--- src/sv/imuamv_pkg.sv ---
// Shared types and constants for the acceleration magnitude / velocity block.
// No dependencies.
package imuamv_pkg;

  localparam int unsigned ACC_W       = 16;  // one axis sample, signed Q7.8
  localparam int unsigned MAG_W       = 17;  // corrected magnitude, mean, velocity
  localparam int unsigned GRAV_W      = 13;
  localparam int unsigned PERIOD_W    = 16;
  localparam int unsigned SQ_W        = 32;  // sum of three squares
  localparam int unsigned ROOT_W      = 16;
  localparam int unsigned RREM_W      = ROOT_W + 2;
  localparam int unsigned ROOT_STEPS  = SQ_W / 2;
  localparam int unsigned CFG_IDX_W   = 1;
  localparam int unsigned CFG_DATA_W  = 16;
  localparam int unsigned IN_TDATA_W  = 48;
  localparam int unsigned OUT_TDATA_W = 56;

  localparam logic [GRAV_W-1:0]   GRAV_RESET   = 13'd2470;
  localparam logic [PERIOD_W-1:0] PERIOD_RESET = 16'd655;

  localparam int VEL_MAX = 65535;
  localparam int VEL_MIN = -65536;

  typedef enum logic [1:0] {
    AXIS_X,
    AXIS_Y,
    AXIS_Z
  } axis_e;

  typedef enum logic [CFG_IDX_W-1:0] {
    CFG_GRAVITY,
    CFG_PERIOD
  } cfg_idx_e;

  typedef struct packed {
    logic  smooth_en;  // request accepted: update the smoothing filters
    logic  sq_en;
    logic  sq_clr;
    axis_e sq_axis;
    logic  sqrt_init;
    logic  sqrt_step;
    logic  corr_en;    // correct, update ring and sum, start divider
    logic  div_step;
    logic  out_load;
  } dp_cmd_t;

  typedef struct packed {
    logic out_full;
  } dp_stat_t;

endpackage

--- src/sv/imuamv_ctrl.sv ---
// Sequencer: steps the datapath through squaring, root, ring update and mean.
// Depends on imuamv_pkg.
module imuamv_ctrl import imuamv_pkg::*; (
  input  logic     clk_i,
  input  logic     rst_ni,
  input  logic     in_valid_i,
  output logic     in_ready_o,
  input  dp_stat_t stat_i,
  output dp_cmd_t  cmd_o
);

  localparam int unsigned CNT_W = $clog2(ROOT_STEPS);

  typedef enum logic [2:0] {
    ST_IDLE,
    ST_SQ_X,
    ST_SQ_Y,
    ST_SQ_Z,
    ST_SQRT,
    ST_CORR,
    ST_DIV,
    ST_FIN
  } state_e;

  state_e            state_q;
  logic [CNT_W-1:0]  cnt_q;

  always_ff @(posedge clk_i or negedge rst_ni) begin
    if (!rst_ni) begin
      state_q <= ST_IDLE;
      cnt_q   <= '0;
    end else begin
      case (state_q)
        ST_IDLE: begin
          if (in_valid_i) state_q <= ST_SQ_X;
        end
        ST_SQ_X: state_q <= ST_SQ_Y;
        ST_SQ_Y: state_q <= ST_SQ_Z;
        ST_SQ_Z: begin
          cnt_q   <= CNT_W'(ROOT_STEPS - 1);
          state_q <= ST_SQRT;
        end
        ST_SQRT: begin
          if (cnt_q == '0) state_q <= ST_CORR;
          else             cnt_q   <= cnt_q - 1'b1;
        end
        ST_CORR: state_q <= ST_DIV;
        ST_DIV:  state_q <= ST_FIN;
        ST_FIN: begin
          if (!stat_i.out_full) state_q <= ST_IDLE;
        end
        default: state_q <= ST_IDLE;
      endcase
    end
  end

  always_comb begin
    in_ready_o = (state_q == ST_IDLE);
    cmd_o      = '0;
    cmd_o.sq_axis = AXIS_X;
    case (state_q)
      ST_IDLE: cmd_o.smooth_en = in_valid_i;
      ST_SQ_X: begin
        cmd_o.sq_en  = 1'b1;
        cmd_o.sq_clr = 1'b1;
      end
      ST_SQ_Y: begin
        cmd_o.sq_en   = 1'b1;
        cmd_o.sq_axis = AXIS_Y;
      end
      ST_SQ_Z: begin
        cmd_o.sq_en     = 1'b1;
        cmd_o.sq_axis   = AXIS_Z;
        cmd_o.sqrt_init = 1'b1;
      end
      ST_SQRT: cmd_o.sqrt_step = 1'b1;
      ST_CORR: cmd_o.corr_en   = 1'b1;
      ST_DIV:  cmd_o.div_step  = 1'b1;
      ST_FIN:  cmd_o.out_load  = !stat_i.out_full;
      default: ;
    endcase
  end

endmodule

--- src/sv/imuamv_dp.sv ---
// Datapath: smoothing, shared squarer, bit-serial root, ring and running sum,
// reciprocal-multiply divide by the window length, velocity and output register.
// Depends on imuamv_pkg.
module imuamv_dp import imuamv_pkg::*; #(
  parameter int unsigned WINDOW      = 15,
  parameter int unsigned SAMPLE_BITS = 16
) (
  input  logic                     clk_i,
  input  logic                     rst_ni,
  input  dp_cmd_t                  cmd_i,
  output dp_stat_t                 stat_o,
  input  logic signed [ACC_W-1:0]  accel_x_i,
  input  logic signed [ACC_W-1:0]  accel_y_i,
  input  logic signed [ACC_W-1:0]  accel_z_i,
  input  logic [GRAV_W-1:0]        gravity_offset_i,
  input  logic [PERIOD_W-1:0]      sample_period_i,
  output logic                     out_valid_o,
  input  logic                     out_ready_i,
  output logic signed [MAG_W-1:0]  corrected_magnitude_o,
  output logic signed [MAG_W-1:0]  filtered_mean_o,
  output logic signed [MAG_W-1:0]  velocity_o
);

  localparam int unsigned SUM_W    = MAG_W + $clog2(WINDOW);
  localparam int unsigned IDX_W    = (WINDOW > 1) ? $clog2(WINDOW) : 1;
  localparam int unsigned PROD_W   = MAG_W + PERIOD_W + 1;
  localparam int unsigned RECIP_SH = SUM_W + $clog2(WINDOW);
  localparam int unsigned QPROD_W  = SUM_W + RECIP_SH + 1;

  localparam logic signed [PROD_W-1:0] VMAX_P = PROD_W'(VEL_MAX);
  localparam logic signed [PROD_W-1:0] VMIN_P = PROD_W'(VEL_MIN);
  // ceil-style reciprocal of WINDOW, exact for any SUM_W-bit dividend
  localparam logic [RECIP_SH:0] RECIP =
    (RECIP_SH + 1)'((64'd1 << RECIP_SH) / 64'(WINDOW) + 64'd1);

  function automatic logic signed [ACC_W-1:0] halve(input logic signed [ACC_W-1:0] a,
                                                   input logic signed [ACC_W-1:0] b);
    logic signed [ACC_W:0] s;
    s = {a[ACC_W-1], a} + {b[ACC_W-1], b};
    return s[ACC_W:1];
  endfunction

  // exponential smoothing
  logic signed [ACC_W-1:0] smooth_x_q, smooth_y_q, smooth_z_q;

  always_ff @(posedge clk_i or negedge rst_ni) begin
    if (!rst_ni) begin
      smooth_x_q <= '0;
      smooth_y_q <= '0;
      smooth_z_q <= '0;
    end else if (cmd_i.smooth_en) begin
      smooth_x_q <= halve(accel_x_i, smooth_x_q);
      smooth_y_q <= halve(accel_y_i, smooth_y_q);
      smooth_z_q <= halve(accel_z_i, smooth_z_q);
    end
  end

  // one squarer, one axis a cycle
  logic signed [ACC_W-1:0]   sq_op;
  logic signed [2*ACC_W-1:0] sq_full;
  logic [SQ_W-1:0]           acc_q, acc_d;

  always_comb begin
    case (cmd_i.sq_axis)
      AXIS_X:  sq_op = smooth_x_q;
      AXIS_Y:  sq_op = smooth_y_q;
      AXIS_Z:  sq_op = smooth_z_q;
      default: sq_op = smooth_x_q;
    endcase
  end

  assign sq_full = sq_op * sq_op;
  assign acc_d   = (cmd_i.sq_clr ? '0 : acc_q) + SQ_W'($unsigned(sq_full));

  always_ff @(posedge clk_i) begin
    if (cmd_i.sq_en) acc_q <= acc_d;
  end

  // floor square root, two radicand bits a step
  logic [SQ_W-1:0]   rad_q;
  logic [RREM_W-1:0] rrem_q;
  logic [ROOT_W-1:0] root_q;
  logic [RREM_W+1:0] rrem_sh, trial;

  assign rrem_sh = {rrem_q, rad_q[SQ_W-1 -: 2]};
  assign trial   = (RREM_W + 2)'({root_q, 2'b01});

  always_ff @(posedge clk_i) begin
    if (cmd_i.sqrt_init) begin
      rad_q  <= acc_d;
      rrem_q <= '0;
      root_q <= '0;
    end else if (cmd_i.sqrt_step) begin
      rad_q <= rad_q << 2;
      if (rrem_sh >= trial) begin
        rrem_q <= RREM_W'(rrem_sh - trial);
        root_q <= {root_q[ROOT_W-2:0], 1'b1};
      end else begin
        rrem_q <= RREM_W'(rrem_sh);
        root_q <= {root_q[ROOT_W-2:0], 1'b0};
      end
    end
  end

  // gravity correction, ring and running sum
  logic signed [MAG_W-1:0] corr_d, corr_q, old_val;
  logic [MAG_W-1:0]        ring_mem [WINDOW];
  logic [MAG_W-1:0]        ring_rd_q;
  logic [WINDOW-1:0]       ring_vld_q;
  logic [IDX_W-1:0]        idx_q;
  logic signed [SUM_W-1:0] sum_q, sum_d;

  assign corr_d  = $signed({1'b0, root_q} - MAG_W'(gravity_offset_i));
  assign old_val = ring_vld_q[idx_q] ? $signed(ring_rd_q) : '0;
  assign sum_d   = sum_q + SUM_W'(corr_d) - SUM_W'(old_val);

  always_ff @(posedge clk_i) begin
    if (cmd_i.corr_en) ring_mem[idx_q] <= corr_d;
    ring_rd_q <= ring_mem[idx_q];
  end

  always_ff @(posedge clk_i or negedge rst_ni) begin
    if (!rst_ni) begin
      ring_vld_q <= '0;
      idx_q      <= '0;
      sum_q      <= '0;
    end else if (cmd_i.corr_en) begin
      ring_vld_q[idx_q] <= 1'b1;
      idx_q <= (idx_q == IDX_W'(WINDOW - 1)) ? '0 : idx_q + 1'b1;
      sum_q <= sum_d;
    end
  end

  always_ff @(posedge clk_i) begin
    if (cmd_i.corr_en) corr_q <= corr_d;
  end

  // velocity from the mean held before this sample
  logic signed [MAG_W-1:0]  last_mean_q;
  logic signed [PROD_W-1:0] prod_q, vel_sh;
  logic signed [MAG_W-1:0]  vel_sat;

  always_ff @(posedge clk_i) begin
    if (cmd_i.corr_en) prod_q <= last_mean_q * $signed({1'b0, sample_period_i});
  end

  assign vel_sh = prod_q >>> SAMPLE_BITS;

  always_comb begin
    if (vel_sh > VMAX_P)      vel_sat = VMAX_P[MAG_W-1:0];
    else if (vel_sh < VMIN_P) vel_sat = VMIN_P[MAG_W-1:0];
    else                      vel_sat = vel_sh[MAG_W-1:0];
  end

  // mean: |sum| / WINDOW by reciprocal multiply; a negative sum is biased by
  // WINDOW-1 first so the truncated quotient rounds toward minus infinity
  logic                    neg_q;
  logic [SUM_W-1:0]        dvd_q, quot_q, mean_full;
  logic [QPROD_W-1:0]      qprod;
  logic signed [MAG_W-1:0] mean;

  assign qprod = QPROD_W'(dvd_q) * QPROD_W'(RECIP);

  always_ff @(posedge clk_i) begin
    if (cmd_i.corr_en) begin
      neg_q <= sum_d[SUM_W-1];
      dvd_q <= sum_d[SUM_W-1] ? SUM_W'(-sum_d) + SUM_W'(WINDOW - 1) : SUM_W'(sum_d);
    end
    if (cmd_i.div_step) quot_q <= qprod[RECIP_SH +: SUM_W];
  end

  assign mean_full = neg_q ? -quot_q : quot_q;
  assign mean      = $signed(mean_full[MAG_W-1:0]);

  always_ff @(posedge clk_i or negedge rst_ni) begin
    if (!rst_ni) last_mean_q <= '0;
    else if (cmd_i.out_load) last_mean_q <= mean;
  end

  // output register
  logic                    out_valid_q;
  logic signed [MAG_W-1:0] out_mag_q, out_mean_q, out_vel_q;

  always_ff @(posedge clk_i or negedge rst_ni) begin
    if (!rst_ni)                       out_valid_q <= 1'b0;
    else if (cmd_i.out_load)           out_valid_q <= 1'b1;
    else if (out_valid_q && out_ready_i) out_valid_q <= 1'b0;
  end

  always_ff @(posedge clk_i) begin
    if (cmd_i.out_load) begin
      out_mag_q  <= corr_q;
      out_mean_q <= mean;
      out_vel_q  <= vel_sat;
    end
  end

  assign stat_o.out_full       = out_valid_q;
  assign out_valid_o           = out_valid_q;
  assign corrected_magnitude_o = out_mag_q;
  assign filtered_mean_o       = out_mean_q;
  assign velocity_o            = out_vel_q;

endmodule

--- src/sv/imu_accel_magnitude_velocity.sv ---
// Acceleration magnitude, moving average and velocity; top level over
// imuamv_ctrl and imuamv_dp, uses imuamv_pkg.
// From request to result: three squaring steps, the 16-step root,
// correction, one reciprocal-multiply step for the mean and the output load.
// A new request is taken only once the last one is through; a waiting result also stalls input.
// Reset clears filters, ring (valid bits), running sum, index, last mean; config to defaults.
module imu_accel_magnitude_velocity import imuamv_pkg::*; #(
  parameter int unsigned WINDOW      = 15,
  parameter int unsigned SAMPLE_BITS = 16
) (
  input  logic                   clk_i,
  input  logic                   rst_ni,
  // request stream
  input  logic                   s_axis_tvalid,
  output logic                   s_axis_tready,
  input  logic [IN_TDATA_W-1:0]  s_axis_tdata,   // accel_x, accel_y, accel_z
  // result stream
  output logic                   m_axis_tvalid,
  input  logic                   m_axis_tready,
  output logic [OUT_TDATA_W-1:0] m_axis_tdata,   // corrected_magnitude, filtered_mean,
                                                 // velocity, 5 zero bits
  // register writes
  input  logic                   cfg_valid_i,
  output logic                   cfg_ready_o,
  input  logic [CFG_IDX_W-1:0]   cfg_index_i,
  input  logic [CFG_DATA_W-1:0]  cfg_data_i
);

  // config registers; writes always taken, only expected while idle
  logic [GRAV_W-1:0]   gravity_offset_q;
  logic [PERIOD_W-1:0] sample_period_q;

  assign cfg_ready_o = 1'b1;

  always_ff @(posedge clk_i or negedge rst_ni) begin
    if (!rst_ni) begin
      gravity_offset_q <= GRAV_RESET;
      sample_period_q  <= PERIOD_RESET;
    end else if (cfg_valid_i) begin
      case (cfg_idx_e'(cfg_index_i))
        CFG_GRAVITY: gravity_offset_q <= cfg_data_i[GRAV_W-1:0];
        CFG_PERIOD:  sample_period_q  <= cfg_data_i[PERIOD_W-1:0];
        default: ;
      endcase
    end
  end

  dp_cmd_t  cmd;
  dp_stat_t stat;

  logic signed [MAG_W-1:0] corrected_magnitude, filtered_mean, velocity;

  imuamv_ctrl u_ctrl (
    .clk_i      (clk_i),
    .rst_ni     (rst_ni),
    .in_valid_i (s_axis_tvalid),
    .in_ready_o (s_axis_tready),
    .stat_i     (stat),
    .cmd_o      (cmd)
  );

  // samples are sampled by the datapath on the accepting edge only
  imuamv_dp #(
    .WINDOW      (WINDOW),
    .SAMPLE_BITS (SAMPLE_BITS)
  ) u_dp (
    .clk_i                 (clk_i),
    .rst_ni                (rst_ni),
    .cmd_i                 (cmd),
    .stat_o                (stat),
    .accel_x_i             ($signed(s_axis_tdata[ACC_W-1:0])),
    .accel_y_i             ($signed(s_axis_tdata[2*ACC_W-1:ACC_W])),
    .accel_z_i             ($signed(s_axis_tdata[3*ACC_W-1:2*ACC_W])),
    .gravity_offset_i      (gravity_offset_q),
    .sample_period_i       (sample_period_q),
    .out_valid_o           (m_axis_tvalid),
    .out_ready_i           (m_axis_tready),
    .corrected_magnitude_o (corrected_magnitude),
    .filtered_mean_o       (filtered_mean),
    .velocity_o            (velocity)
  );

  assign m_axis_tdata = {(OUT_TDATA_W - 3 * MAG_W)'(0), velocity, filtered_mean,
                         corrected_magnitude};

endmodule

--- config.mk ---
export PLATFORM = sky130hd
export DESIGN_NAME = imu_accel_magnitude_velocity
export DESIGN_NICKNAME = d
export VERILOG_FILES = /design/src/sv/imuamv_pkg.sv /design/src/sv/imuamv_ctrl.sv /design/src/sv/imuamv_dp.sv /design/src/sv/imu_accel_magnitude_velocity.sv
export SDC_FILE = /design/constraint.sdc
export NUM_CORES = 2
export LEC_CHECK = 0
export ABC_AREA = 1
export BUFFER_PORTS_ARGS = -buffer_cell sky130_fd_sc_hd__buf_2
export CAP_MARGIN = 20
export CORE_ASPECT_RATIO = 1.75
export CORE_MARGIN = 5
export CORE_UTILIZATION = 45
export CTS_CLUSTER_DIAMETER = 200
export CTS_CLUSTER_SIZE = 40
export DETAILED_ROUTE_END_ITERATION = 12
export PLACE_DENSITY_LB_ADDON = 0.25
export SLEW_MARGIN = 10
export SYNTH_ARGS = -nofsm -noshare
export SYNTH_HDL_FRONTEND = slang
export SYNTH_SLANG_ARGS = --single-unit
--- constraint.sdc ---
create_clock -name clk_i -period 16.8 [get_ports clk_i]
set_input_delay 3.36 -clock clk_i [delete_from_list [all_inputs] [get_ports clk_i]]
set_output_delay 3.36 -clock clk_i [all_outputs]
set_load 0.005 [all_outputs]
### Yosys cells after proc, flatten, opt, wreduce, memory -nomap -nowiden

Memory sizes are Yosys's and may differ from the RTL's. A register that Yosys moved wholly into a read port is not among the register bits.
Index checks and enable logic that the tools add are counted.

| word-level totals | value |
|---|---|
| flip-flop bits (word level) | 381 |
| bits in writable memories | 255 |
| output and inout bits | 59 |
| memories kept | 1 |

| cells by class | value |
|---|---|
| add/sub/neg operators | 13 |
| multipliers | 3 |
| magnitude comparators | 5 |
| equality and inequality tests | 14 |
| muxes and demuxes | 34 |
| bitwise operators | 2 |
| reduce and logical (&&, ||, !) cells | 13 |

Memory list:

| memory | depth | width | rd ports | clocked after memory_dff | write ports | line | source |
|---|---|---|---|---|---|---|---|
| u_dp.ring_mem | 15 | 17 | 1 | 1 | 1 | imuamv_dp.sv:107 | `logic [MAG_W-1:0] ring_mem [WINDOW];` |

Operators with widths:

| operator | number |
|---|---|
| 32-bit two-way mux | 3 |
| 16-bit by 16-bit adder with 17-bit output | 3 |
| 17-bit two-way mux | 3 |
| 21-bit by 22-bit multiplier with 42-bit output, second input constant | 1 |
| 17-bit by 17-bit multiplier with 34-bit output | 1 |
| 32-bit adder | 1 |
| 16-bit by 16-bit multiplier with 32-bit output | 1 |
| 16-bit one-hot mux with 2 select lines | 1 |
| 3-bit one-hot mux with 8 select lines | 1 |
| 21-bit by 17-bit adder with 21-bit output | 1 |
| 21-bit by 4-bit adder with 21-bit output, second input constant | 1 |
| 21-bit negation | 1 |
| 21-bit by 17-bit subtractor with 21-bit output | 1 |
| 20-bit by 18-bit >= comparator with 1-bit output | 1 |
| 20-bit two-way mux | 1 |
| 18-bit by 17-bit greater-than comparator with 1-bit output, second input constant | 1 |
| 18-bit by 17-bit < comparator with 1-bit output, second input constant | 1 |
| 18-bit two-way mux | 1 |
| 18-bit subtractor | 1 |
| 17-bit negation | 1 |
| 16-bit by 13-bit subtractor with 17-bit output | 1 |
| 1-bit two-way mux | 15 |
| 15-bit bitwise OR | 1 |
| 3-bit == test, second input constant | 4 |
| other kinds (26) | 37 |

### Depth between registers and ports, before layout

| logic depth | value |
|---|---|
| depth in word-level cells | 7 |
| mapped depth | 36 |
| depth with buffers taken out | 34 |

### By module

Synthesis repeated with hierarchy kept, for this count alone.

| second synthesis, totals | value |
|---|---|
| cell total of the unflattened synthesis | 6,152 |
| area, all modules | 56,120.1 µm² |

Modules (own cells, without submodules):

| module | instances | cells each | area an instance (µm²) | seq. area each (µm²) |
|---|---|---|---|---|
| imuamv_dp | 1 | 5,949 | 54,407.2 | 17,006.3 |
| imu_accel_magnitude_velocity | 1 | 135 | 1,223.7 | 740.7 |
| imuamv_ctrl | 1 | 68 | 489.2 | 175.2 |

### Worst setup path after synthesis

No wires, ideal clock.

| path | value |
|---|---|
| path type | reg2reg |
| from | register u_ctrl.state_q[2] |
| to | register u_dp.acc_q[31] (data pin) |
| arrival time | 6.574 ns |
| data required time | 16.545 ns |
| path slack | 9.971 ns |
| cell stages (with the launch flop) | 31 |
| buffers on the path | 2 |
| path through | dfrtp_1 nor2_4 nand2_1 nor2_1 a21oi_1 o21ai_1 buf_2 buf_1 nor2_1 fa_1 inv_1 fa_1 inv_1 fa_1 inv_1 fa_1 inv_1 fa_1 inv_1 fa_1 inv_1 ha_1 nand2_1 nor3_1 nand4_1 or2_2 nand4_1 nor2_1 inv_1 nand2_1 and2_1 |

| between the ends | value |
|---|---|
| cells in the longest elaborated chain, start to end | 6 |
| elaborated cells between the ends (all ways) | 11 |
| those cells by class | add/sub: 1; mul: 1; eq/ne: 5; mux: 4 |

Ends and longest elaborated chain:

| item | line | source |
|---|---|---|
| start, declared | imuamv_ctrl.sv:25 | `state_e state_q;` |
| start signal, assigned | imuamv_ctrl.sv:30 | `state_q <= ST_IDLE;` |
| start signal, assigned | imuamv_ctrl.sv:35 | `if (in_valid_i) state_q <= ST_SQ_X;` |
| start signal, assigned | imuamv_ctrl.sv:37 | `ST_SQ_X: state_q <= ST_SQ_Y;` |
| 3-bit by 2-bit == test with 1-bit output | imuamv_ctrl.sv:61 | `case (state_q)` |
| 2-bit one-hot mux with 2 select lines | imuamv_ctrl.sv:61 |  |
| 2-bit == test or 2-bit by 1-bit == test with 1-bit output (tied branches) | imuamv_dp.sv:64 | `case (cmd_i.sq_axis)` |
| 16-bit one-hot mux with 2 select lines | imuamv_dp.sv:64 |  |
| 16-bit by 16-bit multiplier with 32-bit output | imuamv_dp.sv:72 | `assign sq_full = sq_op * sq_op;` |
| 32-bit adder * | imuamv_dp.sv:73 | `assign acc_d = (cmd_i.sq_clr ? '0 : acc_q) + SQ_W'($unsigned(sq_full));` |
| named net u_dp.acc_d[31] | imuamv_dp.sv:61 | `logic [SQ_W-1:0] acc_q, acc_d;` |
| end signal, assigned | imuamv_dp.sv:76 | `if (cmd_i.sq_en) acc_q <= acc_d;` |
| end, declared | imuamv_dp.sv:61 |  |

The timed path passes the listed nets; every way through them passes the cells marked *.
A chain may end at the register's enable or synchronous reset.

### Final worst setup path

| path | value |
|---|---|
| from | register u_ctrl.state_q[1] |
| to | register u_dp.acc_q[27] (data pin) |

Same word-level chain as after synthesis.

==> metrics.csv <==
metric,value,unit
setup violation total in the final timing report,0,
worst hold path depth,0,
Netlist cell types,64,
highest fanout seen on the critical path,43,
RSZ-0062 raised after global routing,false,
xor-xnor portion of the synthesized cell area,2.33,%
"share of synthesized cell area in full adder, half adder and majority cells",32.7,%
DRC viols,0,
overall fraction of global-route tracks in use,23.0,%
data required time at the worst endpoint,17.19,ns
critical hold path startpoint,u_dp.corr_q[15],
HPWL after detailed placement,123,mm
Post-CTS Resized,0,
worst reg2reg endpoint,u_dp.acc_q[27],
"Largest stage delay, worst path",0.56,ns
top area cells in the synthesized netlist,"edfxtp_1 24%, fa_1 22%, ha_1 10%, inv_1 8.9%, nand2_1 8.6%",
Site Rows,171,
Min-Delay Endpoint,u_dp.corrected_magnitude_o[15],
fmax,117,MHz
TritonCTS clock tree,yes,
proportion of register bits with asynchronous set or reset after synthesis,22.3,%
CP arrival,8.97,ns
Final Critical Period,8.57,ns
Routed WL per cell,19.6,um
synthesis-to-layout area growth,5.20,%
number of vias per cell,5.24,
setup clock skew after layout,0.0404,ns
total number of H-tree levels,1,
die height,477,um
multiplexer share of the synthesized area,0.0602,%
setup slack of the worst register-to-register path,8.23,ns
vias in the first global route,43938,
HP Class,reg -> reg,
slew of the pin with the lowest slew margin,1.07,ns
count of synthesis-stage warnings from yosys,0,
maximum number of pins on one net before global-route repair,80,
summed negative setup slack over all endpoints,0,ns
clock latency of the later-clocked register in the worst-skew pair,0.64,ns
total of hold buffers inserted after clock tree synthesis,0,
number of antenna violations at the first check in global routing,3,
main combinational cell family by area after synthesis,adder cells,
number of detailed-route iterations in the first pass,8,
post-route clock period utilization,51.0,%
die width,277,um
routed vias,40982,
post-synthesis instance area,56100,um^2
Max transition margin,28.6,%
Root Buffer Master,clkbuf_16,
complex-gate fraction of the synthesized area,8.18,%
cell with the largest stage delay on the worst path,clkinv_1,
buffer levels on the longest clock path,3,
layout cell share with drive strength beyond 1,4.76,%
run status,"complete, no violations",
# port buffers,122,
total clock sinks,637,
floorplan die area,132000,um^2
total overflow reported by the global router,0,
Worst setup EP type,register,
number of endpoints with negative hold slack in the final report,0,
class of the most critical setup path,reg -> reg,
Gate Count Post-Synth,6146,
main flop type after synthesis,edfxtp_1,
CTS clock-pin slew for the worst setup and hold paths,0.17,ns
number of flops mapped to enable cells by yosys,444,
simple-gate share of the synthesized area,14.4,%
wire length of the first global-routing pass,240,mm
number of slew-limit violations in the final report,0,
largest area contributor in the netlist,edfxtp_1,
RePlAce Congestion,0.953,
max-capacitance violation count,0,
area share of the leading cell type in the synthesized netlist,23.8,%
Detail Route Antenna Nets,0,
number of nets in the finished design,7328,
post-synthesis sequential area ratio,31.9,%
Reg2Reg Depth,29,
# IOs,129,
startpoint types,register,
number of post-CTS setup repair buffers,0,
count of state elements after synthesis,637,
Placeable Area,124000,um^2
number of violations reported at the end of detailed-routing iteration 0,2357,
synthesized area per cell,9.13,um^2
total CTS buffers,19,
launch point of the worst reg-to-reg path,u_ctrl.state_q[1],
overall routed net length,153,mm
initial core utilization,45.2,%
"Top cell by count, worst path",inv_1,
cell usage in the layout (no fill, tap or decap), types with 19 or more instances in the layout:
master and instances:
a31oi_1 21, buf_4 44, ha_1 468, or2_2 30, o21ai_0 237, nor2_1 321, a21o_1 24, dfxtp_1 51
nand4_1 39, o21a_1 21, nor3_1 41, dfrtp_1 130, buf_2 121, xnor2_1 57, clkbuf_16 19, nand3_1 161
a21oi_1 256, nand2_1 1280, inv_1 1333, xor2_1 91, fa_1 624, edfxtp_1 444, a22oi_1 86
stage by stage:
stage / utilization (%) / cell area [um^2] / hold slack [ns] / cells / worst slack, ns
after floorplan: - / 56100 / 0.400 / 6150 / 9.97
after global placement: 47.1 / 58500 / 0.406 / 7787 / 8.28
after detailed placement: 47.1 / 58500 / 0.405 / 7787 / 8.24
after CTS: 47.6 / 59000 / 0.439 / 7820 / 8.18
after global routing: 47.6 / 59000 / 0.456 / 7822 / 7.74
final: 47.6 / 59000 / 0.427 / 7822 / 8.23
per-layer routing:
metal  part of all wire, %  vias to the layer above  wire length, um  GRT usage [%]
met2                    56                      978            86500           46.1
met4                   5.8                        2             8950           11.0
met3                   3.4                      377             5280           1.79
met5                0.0046                        -                7              0
li1                      -                    19358                -              -
met1                    34                    20267            52600           23.7
worst max-delay path: cells and delay by family (launching register included):
| family | cells | cell delay [ns] |
|---|---|---|
| DFF | 1 | 0.46 |
| AOI/OAI and AO/OA | 6 | 1.65 |
| adders and majority gates | 7 | 3.38 |
| buffers and inverters | 9 | 1.44 |
| and+or+nand+nor | 7 | 1.39 |
kinds of logic after synthesis:
group	after synthesis
AND/OR/NAND/NOR	1961
buffers and inverters	1529
adder cells (fa/ha/maj)	1092
AO/OA/AOI/OAI	773
flip-flops	637
XOR/XNOR	149
multiplexers	3
other	2
synth_stat cells (9+ instances only):
cell,number
a221oi_1,13
dfstp_2,12
xor2_1,92
inv_1,1333
nand3b_1,15
dfxtp_1,51
ha_1,468
a21oi_1,256
nor3_1,42
o21ai_0,237
o21a_1,21
nand3_1,161
nand2_1,1281
and2_1,9
a22o_1,9
a21o_1,24
or2_2,30
edfxtp_1,444
fa_1,624
a2111o_1,10
dfrtp_1,130
clkbuf_1,120
o22ai_1,18
a22oi_1,86
o211ai_1,12
nand4_1,39
buf_2,24
xnor2_1,57
nor2_1,336
clkinv_1,15
o21bai_1,12
a31oi_1,21
o21ai_1,12
buf_1,15
registers in the layout, indices dropped and copies added (netlist names), 17 cells and up:
name / flops
u_dp.prod_q: 18
u_dp.corrected_magnitude_o: 17
u_dp.sum_q: 21
u_dp.acc_q: 32
u_dp.corr_q: 17
u_dp.ring_mem: 255
u_dp.rad_q: 32
u_dp.velocity_o: 17
u_dp.filtered_mean_o: 17
u_dp.last_mean_q: 17
u_dp.ring_rd_q: 17
u_dp.rrem_q: 18
u_dp.dvd_q: 21
u_dp.quot_q: 17
cell type report:
class	instances	area, um^2
clock inverter	1	5.00
tap	1643	2060
fill	11942	65100
sequential	637	17900
inverter	1357	5100
multi-input combinational	3984	32500
timing repair buffer	167	962
clock buffer	32	524
antenna	1	2.50
how the worst max path moves through the flow:
stage / start / end / slack [ns]
finish: u_ctrl.state_q[1] / u_dp.acc_q[27] / 8.23
global route: u_ctrl.state_q[1] / u_dp.rad_q[31] / 7.74
CTS: u_ctrl.state_q[0] / u_dp.acc_q[27] / 8.18
detailed placement: u_ctrl.state_q[1] / u_dp.acc_q[27] / 8.24
global placement: u_ctrl.state_q[1] / u_dp.acc_q[27] / 8.28
floorplan: u_ctrl.state_q[2] / u_dp.acc_q[31] / 9.97
Power is not shown: default switching activity piles up to over one toggle a cycle in this logic, so the estimate is an artifact.
